[src/rtl/plm_pkg.sv]
`default_nettype none

package plm_pkg;

  // Per-cell move selected by the sequencer each cycle
  typedef enum logic [1:0] {
    OP_HOLD  = 2'd0,  // keep the stored entry
    OP_PREV  = 2'd1,  // take the entry of the cell below (shift up)
    OP_NEXT  = 2'd2,  // take the entry of the cell above (shift down)
    OP_BCAST = 2'd3   // take the broadcast word
  } plm_op_e;

endpackage

`default_nettype wire

[src/rtl/plm_cell.sv]
`default_nettype none

module plm_cell
  import plm_pkg::*;
#(
  parameter int VALUE_WIDTH = 32
) (
  input  wire logic                   clk_i,
  input  wire plm_op_e                op_i,
  input  wire logic [VALUE_WIDTH-1:0] prev_i,
  input  wire logic [VALUE_WIDTH-1:0] next_i,
  input  wire logic [VALUE_WIDTH-1:0] bcast_i,
  output logic      [VALUE_WIDTH-1:0] entry_o
);

  logic [VALUE_WIDTH-1:0] entry_q;
  logic [VALUE_WIDTH-1:0] entry_d;

  // Select the new entry from the neighbors or the broadcast word
  always_comb begin
    case (op_i)
      OP_HOLD:  entry_d = entry_q;
      OP_PREV:  entry_d = prev_i;
      OP_NEXT:  entry_d = next_i;
      OP_BCAST: entry_d = bcast_i;
      default:  entry_d = entry_q;
    endcase
  end

  // Payload register, no reset needed
  always_ff @(posedge clk_i) begin
    entry_q <= entry_d;
  end

  assign entry_o = entry_q;

endmodule

`default_nettype wire

[src/rtl/plm_ctrl.sv]
`default_nettype none

module plm_ctrl
  import plm_pkg::*;
#(
  parameter int CAPACITY    = 16,
  parameter int VALUE_WIDTH = 32
) (
  input  wire logic                   clk_i,
  input  wire logic                   rst_ni,
  input  wire logic                   in_valid_i,
  output logic                        in_ready_o,
  input  wire logic [2:0]             req_type_i,
  input  wire logic signed [31:0]     value_i,
  input  wire logic [4:0]             position_i,
  input  wire logic [4:0]             other_position_i,
  output logic                        out_valid_o,
  input  wire logic                   out_ready_i,
  output logic [1:0]                  status_o,
  output logic signed [31:0]          entry_value_o,
  output logic [3:0]                  entry_index_o,
  output logic [4:0]                  entry_count_o,
  output logic                        last_o,
  input  wire logic [VALUE_WIDTH-1:0] head_i,
  output plm_op_e                     cell_op_o [CAPACITY],
  output logic [VALUE_WIDTH-1:0]      bcast_o
);

  localparam int CW = $clog2(CAPACITY + 1);
  localparam int IW = $clog2(CAPACITY);
  localparam int PW = (CW > 5) ? CW : 5;

  localparam logic [2:0] REQ_INS_FRONT = 3'd0;
  localparam logic [2:0] REQ_INS_BACK  = 3'd1;
  localparam logic [2:0] REQ_INS_POS   = 3'd2;
  localparam logic [2:0] REQ_DEL_FRONT = 3'd3;
  localparam logic [2:0] REQ_DEL_BACK  = 3'd4;
  localparam logic [2:0] REQ_DEL_POS   = 3'd5;
  localparam logic [2:0] REQ_SWAP      = 3'd6;
  localparam logic [2:0] REQ_DUMP      = 3'd7;

  localparam logic [1:0] ST_OK    = 2'd0;
  localparam logic [1:0] ST_EMPTY = 2'd1;
  localparam logic [1:0] ST_RANGE = 2'd2;
  localparam logic [1:0] ST_FULL  = 2'd3;

  localparam logic [1:0] S_IDLE  = 2'd0;
  localparam logic [1:0] S_DUMP  = 2'd1;
  localparam logic [1:0] S_SW_RD = 2'd2;
  localparam logic [1:0] S_SW_WR = 2'd3;

  logic [1:0]             state_q, state_d;
  logic [CW-1:0]          count_q, count_d;
  logic [IW-1:0]          step_q, step_d;
  logic [IW-1:0]          pa_q, pa_d;
  logic [IW-1:0]          pb_q, pb_d;
  logic [VALUE_WIDTH-1:0] va_q, va_d;
  logic [VALUE_WIDTH-1:0] vb_q, vb_d;

  logic                   out_valid_q, out_valid_d;
  logic [1:0]             status_q, status_d;
  logic [31:0]            val_q, val_d;
  logic [3:0]             idx_q, idx_d;
  logic [4:0]             cnt_q, cnt_d;
  logic                   last_q, last_d;

  logic                   out_free;
  logic                   in_fire;
  logic [PW-1:0]          pe, qe, ce;
  logic [PW-1:0]          ins_p, del_p, op_p;
  logic                   full, empty, last_step;
  logic [CW-1:0]          cnt_m1;
  logic [63:0]            v_ext;
  logic                   do_ins, do_del, do_rot;

  // Handshake and decode helpers
  assign out_free   = !out_valid_q || out_ready_i;
  assign in_ready_o = (state_q == S_IDLE) && out_free;
  assign in_fire    = in_valid_i && in_ready_o;

  assign pe        = PW'(position_i);
  assign qe        = PW'(other_position_i);
  assign ce        = PW'(count_q);
  assign full      = (count_q == CW'(CAPACITY));
  assign empty     = (count_q == '0);
  assign cnt_m1    = count_q - CW'(1);
  assign last_step = (CW'(step_q) == cnt_m1);
  assign v_ext     = {{32{value_i[31]}}, value_i};

  // Resolve the target position of inserts and deletes
  always_comb begin
    case (req_type_i)
      REQ_INS_FRONT: ins_p = '0;
      REQ_INS_BACK:  ins_p = ce;
      default:       ins_p = pe;
    endcase
    case (req_type_i)
      REQ_DEL_FRONT: del_p = '0;
      REQ_DEL_BACK:  del_p = PW'(cnt_m1);
      default:       del_p = pe;
    endcase
  end

  // Sequencer: shifts for inserts and deletes, rotation passes for dump and swap
  always_comb begin
    state_d     = state_q;
    count_d     = count_q;
    step_d      = step_q;
    pa_d        = pa_q;
    pb_d        = pb_q;
    va_d        = va_q;
    vb_d        = vb_q;
    out_valid_d = out_valid_q && !out_ready_i;
    status_d    = status_q;
    val_d       = val_q;
    idx_d       = idx_q;
    cnt_d       = cnt_q;
    last_d      = last_q;
    do_ins      = 1'b0;
    do_del      = 1'b0;
    do_rot      = 1'b0;
    op_p        = '0;
    bcast_o     = head_i;

    case (state_q)
      S_IDLE: begin
        if (in_fire) begin
          out_valid_d = 1'b1;
          status_d    = ST_OK;
          val_d       = '0;
          idx_d       = '0;
          last_d      = 1'b1;
          case (req_type_i)
            REQ_INS_FRONT, REQ_INS_BACK, REQ_INS_POS: begin
              if (ins_p > ce) begin
                status_d = ST_RANGE;
              end else if (full) begin
                status_d = ST_FULL;
              end else begin
                do_ins  = 1'b1;
                op_p    = ins_p;
                bcast_o = v_ext[VALUE_WIDTH-1:0];
                count_d = count_q + CW'(1);
              end
            end
            REQ_DEL_FRONT, REQ_DEL_BACK, REQ_DEL_POS: begin
              if (empty) begin
                status_d = ST_EMPTY;
              end else if (del_p >= ce) begin
                status_d = ST_RANGE;
              end else begin
                do_del  = 1'b1;
                op_p    = del_p;
                count_d = cnt_m1;
              end
            end
            REQ_SWAP: begin
              if (pe == qe) begin
                status_d = ST_OK;
              end else if (pe >= ce || qe >= ce) begin
                status_d = ST_RANGE;
              end else begin
                out_valid_d = 1'b0;
                pa_d        = IW'(pe);
                pb_d        = IW'(qe);
                step_d      = '0;
                state_d     = S_SW_RD;
              end
            end
            REQ_DUMP: begin
              if (empty) begin
                status_d = ST_EMPTY;
              end else begin
                out_valid_d = 1'b0;
                step_d      = '0;
                state_d     = S_DUMP;
              end
            end
            default: ;
          endcase
          cnt_d = 5'(count_d);
        end
      end

      S_DUMP: begin
        // Emit the head entry and rotate it to the tail
        if (out_free) begin
          out_valid_d = 1'b1;
          status_d    = ST_OK;
          val_d       = 32'(head_i);
          idx_d       = 4'(step_q);
          cnt_d       = 5'(count_q);
          last_d      = last_step;
          do_rot      = 1'b1;
          step_d      = step_q + IW'(1);
          if (last_step) begin
            state_d = S_IDLE;
          end
        end
      end

      S_SW_RD: begin
        // Capture both entries during one full rotation
        do_rot = 1'b1;
        if (step_q == pa_q) va_d = head_i;
        if (step_q == pb_q) vb_d = head_i;
        step_d = step_q + IW'(1);
        if (last_step) begin
          step_d  = '0;
          state_d = S_SW_WR;
        end
      end

      S_SW_WR: begin
        // Rotate again, substituting the exchanged entries
        do_rot = 1'b1;
        if (step_q == pa_q) begin
          bcast_o = vb_q;
        end else if (step_q == pb_q) begin
          bcast_o = va_q;
        end
        step_d = step_q + IW'(1);
        if (last_step) begin
          state_d     = S_IDLE;
          out_valid_d = 1'b1;
          status_d    = ST_OK;
          val_d       = '0;
          idx_d       = '0;
          cnt_d       = 5'(count_q);
          last_d      = 1'b1;
        end
      end

      default: state_d = S_IDLE;
    endcase
  end

  // Per-cell moves for shift up, shift down and rotation
  always_comb begin
    for (int i = 0; i < CAPACITY; i++) begin
      cell_op_o[i] = OP_HOLD;
      if (do_ins) begin
        if (PW'(i) > op_p) begin
          cell_op_o[i] = OP_PREV;
        end else if (PW'(i) == op_p) begin
          cell_op_o[i] = OP_BCAST;
        end
      end else if (do_del) begin
        if (PW'(i) >= op_p) begin
          cell_op_o[i] = OP_NEXT;
        end
      end else if (do_rot) begin
        if (CW'(i) < cnt_m1) begin
          cell_op_o[i] = OP_NEXT;
        end else if (CW'(i) == cnt_m1) begin
          cell_op_o[i] = OP_BCAST;
        end
      end
    end
  end

  // Control registers
  always_ff @(posedge clk_i or negedge rst_ni) begin
    if (!rst_ni) begin
      state_q     <= S_IDLE;
      count_q     <= '0;
      step_q      <= '0;
      out_valid_q <= 1'b0;
    end else begin
      state_q     <= state_d;
      count_q     <= count_d;
      step_q      <= step_d;
      out_valid_q <= out_valid_d;
    end
  end

  // Payload registers
  always_ff @(posedge clk_i) begin
    pa_q     <= pa_d;
    pb_q     <= pb_d;
    va_q     <= va_d;
    vb_q     <= vb_d;
    status_q <= status_d;
    val_q    <= val_d;
    idx_q    <= idx_d;
    cnt_q    <= cnt_d;
    last_q   <= last_d;
  end

  assign out_valid_o   = out_valid_q;
  assign status_o      = status_q;
  assign entry_value_o = val_q;
  assign entry_index_o = idx_q;
  assign entry_count_o = cnt_q;
  assign last_o        = last_q;

  // Checks
  a_count_bound: assert property (@(posedge clk_i) disable iff (!rst_ni)
    CW'(CAPACITY) >= count_q)
    else $error("list count exceeds capacity");

  a_count_on_accept: assert property (@(posedge clk_i) disable iff (!rst_ni)
    !in_fire |=> $stable(count_q))
    else $error("list count changed without an accepted item");

  a_busy_nonempty: assert property (@(posedge clk_i) disable iff (!rst_ni)
    (state_q != S_IDLE) |-> (count_q != '0))
    else $error("rotation pass running on an empty list");

  a_swap_order: assert property (@(posedge clk_i) disable iff (!rst_ni)
    (state_q == S_SW_RD) |=> (state_q == S_SW_RD || state_q == S_SW_WR))
    else $error("swap read pass left without write pass");

endmodule

`default_nettype wire

[src/rtl/positional_list_engine.sv]
`default_nettype none

// Bounded ordered list of CAPACITY signed entries held in a chain of cells,
// one entry per cell, with a live count that resets to zero (entries are
// not cleared and need no clearing pass). Inserts and deletes (front, back
// or at a position) shift the cells and return one result item.
// Every entry leaves the chain through the head cell: a dump rotates the
// list once and returns one item per entry, one per cycle while the output
// side keeps up; a swap of two distinct positions takes two full rotations
// before its single result item. Errors return one item and
// leave the list unchanged. Only one request is worked on at a time; a new
// item is taken once the output register is empty or is being read in the
// same cycle.
module positional_list_engine
  import plm_pkg::*;
#(
  parameter int CAPACITY    = 16,
  parameter int VALUE_WIDTH = 32
) (
  input  wire logic               clk_i,
  input  wire logic               rst_ni,
  input  wire logic               in_valid_i,
  output logic                    in_ready_o,
  input  wire logic [2:0]         req_type_i,
  input  wire logic signed [31:0] value_i,
  input  wire logic [4:0]         position_i,
  input  wire logic [4:0]         other_position_i,
  output logic                    out_valid_o,
  input  wire logic               out_ready_i,
  output logic [1:0]              status_o,
  output logic signed [31:0]      entry_value_o,
  output logic [3:0]              entry_index_o,
  output logic [4:0]              entry_count_o,
  output logic                    last_o
);

  plm_op_e                cell_op [CAPACITY];
  logic [VALUE_WIDTH-1:0] entry   [CAPACITY];
  logic [VALUE_WIDTH-1:0] bcast;

  // Sequencer and output register
  plm_ctrl #(
    .CAPACITY    (CAPACITY),
    .VALUE_WIDTH (VALUE_WIDTH)
  ) u_ctrl (
    .clk_i            (clk_i),
    .rst_ni           (rst_ni),
    .in_valid_i       (in_valid_i),
    .in_ready_o       (in_ready_o),
    .req_type_i       (req_type_i),
    .value_i          (value_i),
    .position_i       (position_i),
    .other_position_i (other_position_i),
    .out_valid_o      (out_valid_o),
    .out_ready_i      (out_ready_i),
    .status_o         (status_o),
    .entry_value_o    (entry_value_o),
    .entry_index_o    (entry_index_o),
    .entry_count_o    (entry_count_o),
    .last_o           (last_o),
    .head_i           (entry[0]),
    .cell_op_o        (cell_op),
    .bcast_o          (bcast)
  );

  // Chain of entry cells; the ends see the broadcast word
  for (genvar i = 0; i < CAPACITY; i++) begin : g_cell
    logic [VALUE_WIDTH-1:0] prev_w;
    logic [VALUE_WIDTH-1:0] next_w;

    if (i == 0) begin : g_first
      assign prev_w = bcast;
    end else begin : g_mid_lo
      assign prev_w = entry[i-1];
    end

    if (i == CAPACITY - 1) begin : g_last
      assign next_w = bcast;
    end else begin : g_mid_hi
      assign next_w = entry[i+1];
    end

    plm_cell #(
      .VALUE_WIDTH (VALUE_WIDTH)
    ) u_cell (
      .clk_i   (clk_i),
      .op_i    (cell_op[i]),
      .prev_i  (prev_w),
      .next_i  (next_w),
      .bcast_i (bcast),
      .entry_o (entry[i])
    );
  end

endmodule

`default_nettype wire

[config.mk]
export PLATFORM = sky130hd
export DESIGN_NAME = positional_list_engine
export DESIGN_NICKNAME = d
export VERILOG_FILES = /design/src/rtl/plm_pkg.sv /design/src/rtl/plm_cell.sv /design/src/rtl/plm_ctrl.sv /design/src/rtl/positional_list_engine.sv
export SDC_FILE = /design/constraint.sdc
export NUM_CORES = 1
export LEC_CHECK = 0
export BUFFER_PORTS_ARGS = -buffer_cell sky130_fd_sc_hd__buf_4
export CORE_ASPECT_RATIO = 0.6
export CORE_MARGIN = 2
export CORE_UTILIZATION = 48
export CTS_CLUSTER_DIAMETER = 150
export CTS_CLUSTER_SIZE = 10
export DETAILED_ROUTE_END_ITERATION = 7
export PLACE_DENSITY = 0.75
export SYNTH_ARGS = -nofsm -noshare
export SYNTH_HDL_FRONTEND = slang
export SYNTH_SLANG_ARGS = --single-unit
export TNS_END_PERCENT = 50
[constraint.sdc]
create_clock -name clk_i -period 9.26 [get_ports clk_i]
set_input_delay 2.315 -clock clk_i [delete_from_list [all_inputs] [get_ports clk_i]]
set_output_delay 2.315 -clock clk_i [all_outputs]
set_load 0.05 [all_outputs]
* After elaboration in Yosys (flattened, before gate mapping)
Cells that the tools add are included.
Storage, ports and cells: register bits after elaboration 640, bits of input ports 49, output and inout port bits 46, logic and storage cells 458
Cells by class: add/sub/neg operators 3, magnitude comparators 52, equal/unequal tests 101, multiplexer cells 230, bitwise operators 2, reduce and logical (&&, ||, !) cells 41
Operators by type and width (number):
- 32-bit case mux with 3 select lines | 15
- 2-bit two-way mux | 144
- 32-bit two-way mux | 9
- 32-bit case mux with 2 select lines | 3
- 4-bit by 5-bit equality test with 1-bit output, first input constant | 16
- 2-bit equality test, second input constant | 34
- 5-bit two-way mux | 13
- 3-bit by 5-bit equality test with 1-bit output, first input constant | 8
- 4-bit by 5-bit >= comparator with 1-bit output, first input constant | 8
- 4-bit by 5-bit greater-than comparator with 1-bit output, first input constant | 8
- 4-bit by 5-bit < comparator with 1-bit output, first input constant | 8
- 5-bit case mux with 2 select lines | 4
- 4-bit two-way mux | 9
- 2-bit by 1-bit equality test with 1-bit output, second input constant | 17
- 2-bit logical NOT | 17
- 1-bit two-way mux | 21
- 2-bit by 5-bit equality test with 1-bit output, first input constant | 4
- 3-bit by 5-bit >= comparator with 1-bit output, first input constant | 4
- 3-bit by 5-bit greater-than comparator with 1-bit output, first input constant | 4
- 3-bit by 5-bit < comparator with 1-bit output, first input constant | 4
- 2-bit case mux with 4 select lines | 2
- 4-bit case mux with 4 select lines | 1
- 5-bit >= comparator | 3
- 5-bit logical NOT | 3
- 40 further kinds | 70

* Longest topological paths before layout
Gate-level depths: netlist (run 1).
word-level depth 15, mapped depth 19, gate-level depth less buffers 14

* Hierarchy
A second synthesis (run 1) with hierarchy kept.
Unflattened totals: cell total of the unflattened synthesis 3047, area, all modules 34911.0 µm²
Modules (own cells, without submodules):
- plm_cell | instances 16, cells each 140, area each 1672.9 µm², seq. area each 960.9 µm²
- plm_ctrl | instances 1, cells each 807, area each 8145.3 µm², seq. area each 3783.6 µm²

* Worst setup path before layout (run 1)
No wires, ideal clock.
path kind in2reg, start input port req_type_i[2], end register g_cell[0].u_cell.entry_q[0], enable pin, setup time 0.511 ns, arrival time 8.214 ns, data required time 8.749 ns, path slack 0.536 ns, stages on the path 11, buffers on the path 3, path through buf_2 > clkbuf_1 > o31ai_2 > ha_1 > nand4_1 > o221ai_1 > a21oi_2 > buf_4 > a22oi_4 > a21oi_1 > o41ai_1
On the way: cells in the longest elaborated chain, start to end 13, elaborated cells between the ends (all ways) 37, classes of those cells order compare (4); eq/ne (5); mux (23); reduce/logical (5)
RTL lines:
- start, declared | RTL line positional_list_engine.sv:24 | input wire logic [2:0] req_type_i,
- 3-bit equality test / 3-bit by 2-bit equality test with 1-bit output (equally long branches) | RTL line plm_ctrl.sv:97, plm_ctrl.sv:133
- 5-bit case mux with 2 select lines | RTL line plm_ctrl.sv:97 | case (req_type_i)
- 5-bit >= comparator | RTL line plm_ctrl.sv:149 | end else if (del_p >= ce) begin
- 5-bit two-way mux | RTL line plm_ctrl.sv:149
- 5-bit two-way mux | RTL line plm_ctrl.sv:147 | if (empty) begin
- 5-bit case mux with 2 select lines | RTL line plm_ctrl.sv:133 | case (req_type_i)
- 5-bit two-way mux | RTL line plm_ctrl.sv:127 | if (in_fire) begin
- 5-bit two-way mux | RTL line plm_ctrl.sv:125 | case (state_q)
- 1-bit by 5-bit >= comparator with 1-bit output / 5-bit logical NOT (equally long branches) | RTL line plm_ctrl.sv:249, plm_ctrl.sv:245
- 2-bit two-way mux, on equally long branches | RTL line plm_ctrl.sv:249, plm_ctrl.sv:245
- 2-bit two-way mux, on equally long branches | RTL line plm_ctrl.sv:248, plm_ctrl.sv:243
- 2-bit two-way mux (*) | RTL line plm_ctrl.sv:242 | if (do_ins) begin
- 2-bit logical NOT (*) | RTL line plm_cell.sv:21 | case (op_i)
- end signal, assigned | RTL line plm_cell.sv:32 | entry_q <= entry_d;
- end, declared | RTL line plm_cell.sv:16 | logic [VALUE_WIDTH-1:0] entry_q;
Mark *: on every way between the ends. The rest lies on a longest branch, timed or not. A chain may end at the register's enable or synchronous reset.

* Worst setup path after layout (run 1)
start input port req_type_i[0], end register g_cell[14].u_cell.entry_q[12], enable pin
On the way: cells in the longest elaborated chain, start to end 13, elaborated cells between the ends (all ways) 37, classes of those cells order compare (4); eq/ne (6); mux (23); reduce/logical (4)
RTL lines (RTL line):
- 3-bit equality test / 3-bit by 2-bit equality test with 1-bit output (equally long branches) | plm_ctrl.sv:97, plm_ctrl.sv:133
- 5-bit case mux with 2 select lines | plm_ctrl.sv:97
- 5-bit >= comparator | plm_ctrl.sv:149
- 5-bit two-way mux | plm_ctrl.sv:149
- 5-bit two-way mux | plm_ctrl.sv:147
- 5-bit case mux with 2 select lines | plm_ctrl.sv:133
- 5-bit two-way mux | plm_ctrl.sv:127
- 5-bit two-way mux | plm_ctrl.sv:125
- 4-bit by 5-bit >= comparator with 1-bit output / 4-bit by 5-bit equality test with 1-bit output (equally long branches) | plm_ctrl.sv:249, plm_ctrl.sv:245
- 2-bit two-way mux, on equally long branches | plm_ctrl.sv:249, plm_ctrl.sv:245
- 2-bit two-way mux, on equally long branches | plm_ctrl.sv:248, plm_ctrl.sv:243
- 2-bit two-way mux (*) | plm_ctrl.sv:242
- 2-bit logical NOT (*) | plm_cell.sv:21
- end signal, assigned | plm_cell.sv:32
- end, declared | plm_cell.sv:16
Marked as above.

==> metrics.md, run 1 <==
| Metric | Value |
|---|---|
| Detail Placement HPWL | `67100 um` |
| Sink Count | `640` |
| M1 WL | `43000 um` |
| CP Data Required Time | `9.50 ns` |
| Synth warnings | `0` |
| First-pass GRT wire length | `145000 um` |
| RSZ-0062 raised after global routing | `no` |
| Mapped Nets | `2752` |
| Die Height | `215 um` |
| Critical Path AT | `7.66 ns` |
| Final antenna-violating net count | `0` |
| Largest stage delay, worst path | `0.80 ns` |
| Fin crit share | `80.1%` |
| TritonCTS clock tree | `done` |
| Critical path's slowest cell | `o31ai_2` |
| Fin nets | `2764` |
| Ant diodes | `0` |
| GRT Overall Usage | `24.0%` |
| Initial Utilization | `48.4%` |
| DRT iter0 DRCs | `2511` |
| Hold_buf cts | `0` |
| Top cell type's share of synthesized area | `53.0%` |
| Final hold violations | `0` |
| First drt pass iteration count | `5` |
| Count of pins over their slew limit | `0` |
| Status | `completed` |
| Clock root cell | `clkbuf_16` |
| Drt via density | `6.39` |
| Max FO, Critical Path | `33` |
| TNS Setup | `0 ns` |
| Top Family by Delay on Critical Path | `compound AO/OA/AOI/OAI gates` |
| Latest clock arrival within the worst-skew pair | `0.62 ns` |
| Via count | `23506` |
| Core Area | `73500 um2` |
| Top FF cell, synth | `edfxtp_1` |
| Max Cap Violations | `0` |
| WS Path Type | `in -> reg` |
| Vias in the first global route | `24191` |
| Setup violations, final | `0` |
| # resized after CTS | `0` |
| Post-Synthesis Cells | `2673` |
| Setup crit end kind | `flip-flop` |
| Row cnt | `77` |
| Worst-margin pin slew | `1.38 ns` |
| CTS clk-pin slew, worst paths | `0.05 ns` |
| # H-tree levels | `3` |
| Netlist cell types | `100` |
| Initial antenna violation count | `1` |
| CTS max path bufs | `3` |
| Post-Route Skew | `0.0225 ns` |
| Worst Setup Start Kind | `input port` |
| CTS buffer count | `73` |
| Netlist Area Pre-Place | `35600 um2` |
| Die W | `356 um` |
| Post-synth EDFFs | `628` |
| GRT overflow | `0` |
| Synth top area cells | `edfxtp_1 53%, mux2_2 18%, a21oi_1 2.3%` |
| Synthesized area per cell | `13.3 um2` |
| Layout cell share with drive strength beyond 1 | `34.3%` |
| Hold WC Path Type | `reg -> reg` |
| Register area share after synthesis | `53.8%` |
| Synth top cells by count | `628 x edfxtp_1, 578 x mux2_2, 161 x a21oi_1, 131 x clkbuf_1, 117 x o21ai_0` |
| Max Used Layer | `met5` |
| Asr flop ratio synth | `1.88%` |
| Flops & latches, synth | `640` |
| Met2 WL | `41600 um` |
| Post-CTS Setup Bufs | `0` |
| Slew HR | `7.75%` |
| Fmax | `135 MHz` |
| Metal3 WL | `6540 um` |
| WL final | `92900 um` |
| IO Port Bufs | `94` |
| Die ar. | `76400 um2` |
| I/O pin count | `95` |
| Area growth, synth to finish | `9.87%` |
| Largest net degree at the start of global routing | `65` |
| Fin crit period | `7.42 ns` |
| Worst-path cell chain | `buf_4, nand2_1, o31ai_2, ha_1, a21oi_1, o221ai_1, a21oi_2, a22oi_2, nor3_1, a31oi_2, buf_4, and2_1, buf_4, nand3_1, buf_4` |
| Most common cell in the synthesized netlist | `edfxtp_1` |
| GPL Wtd Cong | `0.901` |
| Post-route DRC | `0` |
| Worst path most repeated cell | `buf_4` |
| Largest area contributor in the netlist | `edfxtp_1` |
| Worst Path Buf+Inv | `4` |
| DR WL/cell | `25.2 um` |
## sequential cells by signal (all words and copies together), names as in the netlist, 2 cells and up
register               flops
u_ctrl.ce                  5
u_ctrl.entry_index_o       4
u_ctrl.pa_q                4
u_ctrl.entry_count_o       5
u_ctrl.va_q               32
u_ctrl.pb_q                4
u_ctrl.entry_value_o      32
g_cell.u_cell.entry_o    512
u_ctrl.state_q             2
u_ctrl.step_q              4
u_ctrl.status_o            2
u_ctrl.vb_q               32
## metal layers
metal | track usage (%) | vias to the layer above
met5 | 0 | -
met4 | 5.75 | 2
met3 | 4.31 | 137
met2 | 36.2 | 942
met1 | 36.0 | 12066
li1 | - | 10359
## area by class of cell
type | count | area (um2)
Multi-Input combinational cell | 1751 | 15300
Timing Repair Buffer | 168 | 1260
Sequential cell | 640 | 19200
Fill cell | 5988 | 34400
Clock inverter | 4 | 75.1
Inverter | 51 | 191
Clock buffer | 79 | 1890
Tap cell | 987 | 1230
## kinds of logic after synthesis
group / synth area share, %
buffers and inverters: 3.68
flip-flops: 53.8
AND/OR/NAND/NOR: 6.20
adder cells (fa/ha/maj): 1.05
XOR/XNOR: 0.615
AO/OA/AOI/OAI: 11.2
multiplexers: 23.5
## cells in the final DEF (no fill, tap or decap), types with 53 or more instances in the layout
cell,n
clkbuf_16,75
mux2_1,68
buf_4,168
o21ai_0,117
nor2_1,94
edfxtp_1,628
o31ai_1,67
a21oi_1,159
nor3b_1,65
nand3_1,53
mux2i_1,64
mux2_2,578
## per-stage QoR
stage	instances	utilization [%]	hold WS, ns	cell area (um2)	setup slack [ns]
global route	3680	53.2	0.584	39100	1.60
detailed placement	3597	50.5	0.551	37100	1.30
global placement	3597	50.5	0.525	37100	1.31
floorplan	2673	-	0.506	35600	0.536
finish	3680	53.2	0.557	39100	1.84
CTS	3680	53.2	0.562	39100	1.97
## worst reg2reg max path: stages, from the launching register on
cell      delay, ns
dfrtp_1        0.52
inv_1          0.36
ha_1           0.40
nor3b_2        0.21
xnor2_1        0.89
a211oi_2       0.31
ha_1           0.43
a21oi_1        0.28
o211ai_2       0.16
a31oi_4        0.68
a22oi_2        0.46
nor3_1         0.55
a31oi_2        0.14
buf_4          0.28
and2_1         0.22
buf_4          0.25
nand3_1        0.15
buf_4          0.43
## path summary, 6_finish.rpt
| path | start | end | slack, ns | cells past startpoint |
|---|---|---|---|---|
| worst max-delay path | req_type_i[0] | g_cell[14].u_cell.entry_o[12] | 1.84 | 15 |
| worst min-delay path | g_cell[7].u_cell.entry_o[8] | g_cell[8].u_cell.entry_o[8] | 0.56 | 1 |
| worst max register to register | u_ctrl.ce[1] | g_cell[14].u_cell.entry_o[12] | 2.16 | 17 |
| worst min register to register | g_cell[7].u_cell.entry_o[8] | g_cell[8].u_cell.entry_o[8] | 0.56 | 1 |
| max in group asynchronous | rst_ni | u_ctrl.ce[2] | 7.53 | 1 |
| min in group asynchronous | rst_ni | u_ctrl.out_valid_o | 1.54 | 1 |
Power of run 1 is left out: the tool's default activity adds up to more than one toggle a clock period on the data nets, which glitch-free logic cannot reach.
==> run 2: changes to the inputs <==
==> constraint.sdc (replaced) <==
create_clock -name clk_i -period 7.4 [get_ports clk_i]
set_input_delay 1.85 -clock clk_i [delete_from_list [all_inputs] [get_ports clk_i]]
set_output_delay 1.85 -clock clk_i [all_outputs]
set_load 0.05 [all_outputs]
==> metrics.md, run 2 (synthesis results as in run 1) <==
| Metric | Value |
|---|---|
| Via count | `23526 (+0.085%)` |
| Largest net degree at the start of global routing | `65 (unchanged)` |
| First-pass GRT wire length | `145000 um (-0.42%)` |
| I/O pin count | `95 (unchanged)` |
| Final hold violations | `0 (unchanged)` |
| Reg2reg start | `u_ctrl.ce[1]` |
| # resized after CTS | `0 (unchanged)` |
| Latest clock arrival within the worst-skew pair | `0.63 ns (about the same)` |
| Post-CTS Setup Bufs | `0 (unchanged)` |
| Filler cell count | `5859 (-2.2%)` |
| TNS Setup | `0 ns (unchanged)` |
| Worst reg2reg endpoint | `g_cell[6].u_cell.entry_o[24]` |
| Status | `completed` |
| Die W | `356 um (unchanged)` |
| Layout cell share with drive strength beyond 1 | `34.7% (+0.36 points)` |
| Row cnt | `77 (unchanged)` |
| Die Height | `215 um (unchanged)` |
| First drt pass iteration count | `6 (+1)` |
| # H-tree levels | `3 (unchanged)` |
| Slew HR | `12.9% (+5.2 points)` |
| Core Area | `73500 um2 (unchanged)` |
| Clock root cell | `clkbuf_16` |
| Crit path from | `u_ctrl.ce[1]` |
| RSZ-0062 raised after global routing | `no` |
| Drt via density | `6.37 (-0.32%)` |
| Area taken by multi-input logic gates | `15300 um2 (about the same)` |
| Fin crit share | `84.5%` |
| CTS buffer count | `73 (unchanged)` |
| Fin crit period | `6.25 ns` |
| Max reg flops | `512 (unchanged)` |
| Final core occ | `53.7% (+0.52 points)` |
| IO Port Bufs | `94 (unchanged)` |
| TritonCTS clock tree | `done` |
| CTS clk-pin slew, worst paths | `0.06 ns (about the same)` |
| GRT overflow | `0 (unchanged)` |
| Fmax | `160 MHz` |
| Hold_buf cts | `0 (unchanged)` |
| Critical Path AT | `6.62 ns (-1.04 ns)` |
| Area growth, synth to finish | `10.9%` |
| Setup crit end kind | `flip-flop` |
| Worst-margin pin slew | `1.30 ns (-0.0775 ns)` |
| DRT iter0 DRCs | `2248 (-10%)` |
| Max Cap Violations | `0 (unchanged)` |
| Die ar. | `76400 um2 (unchanged)` |
| Post-Route Skew | `0.0292 ns (+0.00671 ns)` |
| Ant diodes | `0 (unchanged)` |
| Vias in the first global route | `24097 (-0.39%)` |
| Detail Placement HPWL | `68000 um (+1.3%)` |
| Commonest non-fill, non-tap cell in the layout | `edfxtp_1` |
| GPL Wtd Cong | `0.892 (-1.0%)` |
| Hold Startpoint | `g_cell[7].u_cell.entry_o[4]` |
| Fin nets | `2780 (+0.58%)` |
| Crit path capture | `g_cell[6].u_cell.entry_o[24]` |
| Hold WC Path Type | `reg -> reg` |
| Reg2Reg Depth | `17 (unchanged)` |
| R2r setup slk | `1.15 ns (-1.01 ns)` |
| Hold path depth | `1 (unchanged)` |
| Sink Count | `640 (unchanged)` |
| Initial Utilization | `48.4% (unchanged)` |
| DR WL/cell | `25.3 um (+0.28%)` |
| GRT Overall Usage | `24.0% (about the same)` |
| Worst Setup Start Kind | `flip-flop` |
| Initial antenna violation count | `1 (unchanged)` |
| Final antenna-violating net count | `0 (unchanged)` |
| CTS max path bufs | `3 (unchanged)` |
| WL final | `93500 um (+0.69%)` |
| Sequential cell area | `19200 um2 (unchanged)` |
| WS Path Type | `reg -> reg` |
| Most frequent cells in the layout | `628 x edfxtp_1, 578 x mux2_2, 161 x buf_4` |
| Max FO, Critical Path | `32 (-3.0%)` |
| Post-route DRC | `0 (unchanged)` |
| Setup violations, final | `0 (unchanged)` |
| Count of pins over their slew limit | `0 (unchanged)` |
| CP Data Required Time | `7.77 ns (-1.73 ns)` |
==> run 2: routing by layer <==
layer	track usage (%)	routed length [um]
met2	36.3	41800
met5	0	8
met3	3.84	6690
met4	6.12	1880
met1	36.0	43100
==> run 2: final cells by class <==
type,instances,share of cell area [%]
clock buffer,77,4.66
timing repair buffer,184,4.23
inverter,51,0.485
multi-input combinational,1751,38.8
sequential,640,48.5
clock inverter,5,0.222
tap,987,3.13
==> run 2: worst min path at each step <==
stage	endpoint	slack (ns)
6_report	g_cell[8].u_cell.entry_o[4]	0.55
5_1_grt	g_cell[10].u_cell.entry_o[2]	0.58
4_1_cts	g_cell[8].u_cell.entry_o[4]	0.55
3_5_place_dp	g_cell[8].u_cell.entry_o[4]	0.54
3_3_place_gp	u_ctrl.state_q[1]	0.52
2_1_floorplan	u_ctrl.state_q[1]	0.51
==> run 2: per-stage QoR <==
stage	cell area [um2]	hold slack, ns	std cells	worst slack [ns]
4_1_cts	39500	0.554	3695	1.20
3_3_place_gp	37600	0.525	3613	0.672
2_1_floorplan	35600	0.506	2673	0.666
3_5_place_dp	37600	0.543	3613	0.611
6_report	39500	0.551	3695	1.15
5_1_grt	39500	0.576	3695	0.890
==> run 2: critical path: stages (launching register included) <==
cell	delay, ns
dfrtp_1	0.48
inv_1	0.46
ha_1	0.43
nor3b_2	0.30
xnor2_1	0.10
buf_4	0.19
a211oi_2	0.46
ha_1	0.39
a21oi_1	0.30
o211ai_2	0.16
a31oi_4	0.48
buf_4	0.28
a21o_1	0.16
nand3_1	0.27
nor3_1	0.38
a211o_1	0.25
buf_4	0.45
mux2_2	0.41
Power of run 2 is left out for the same reason.
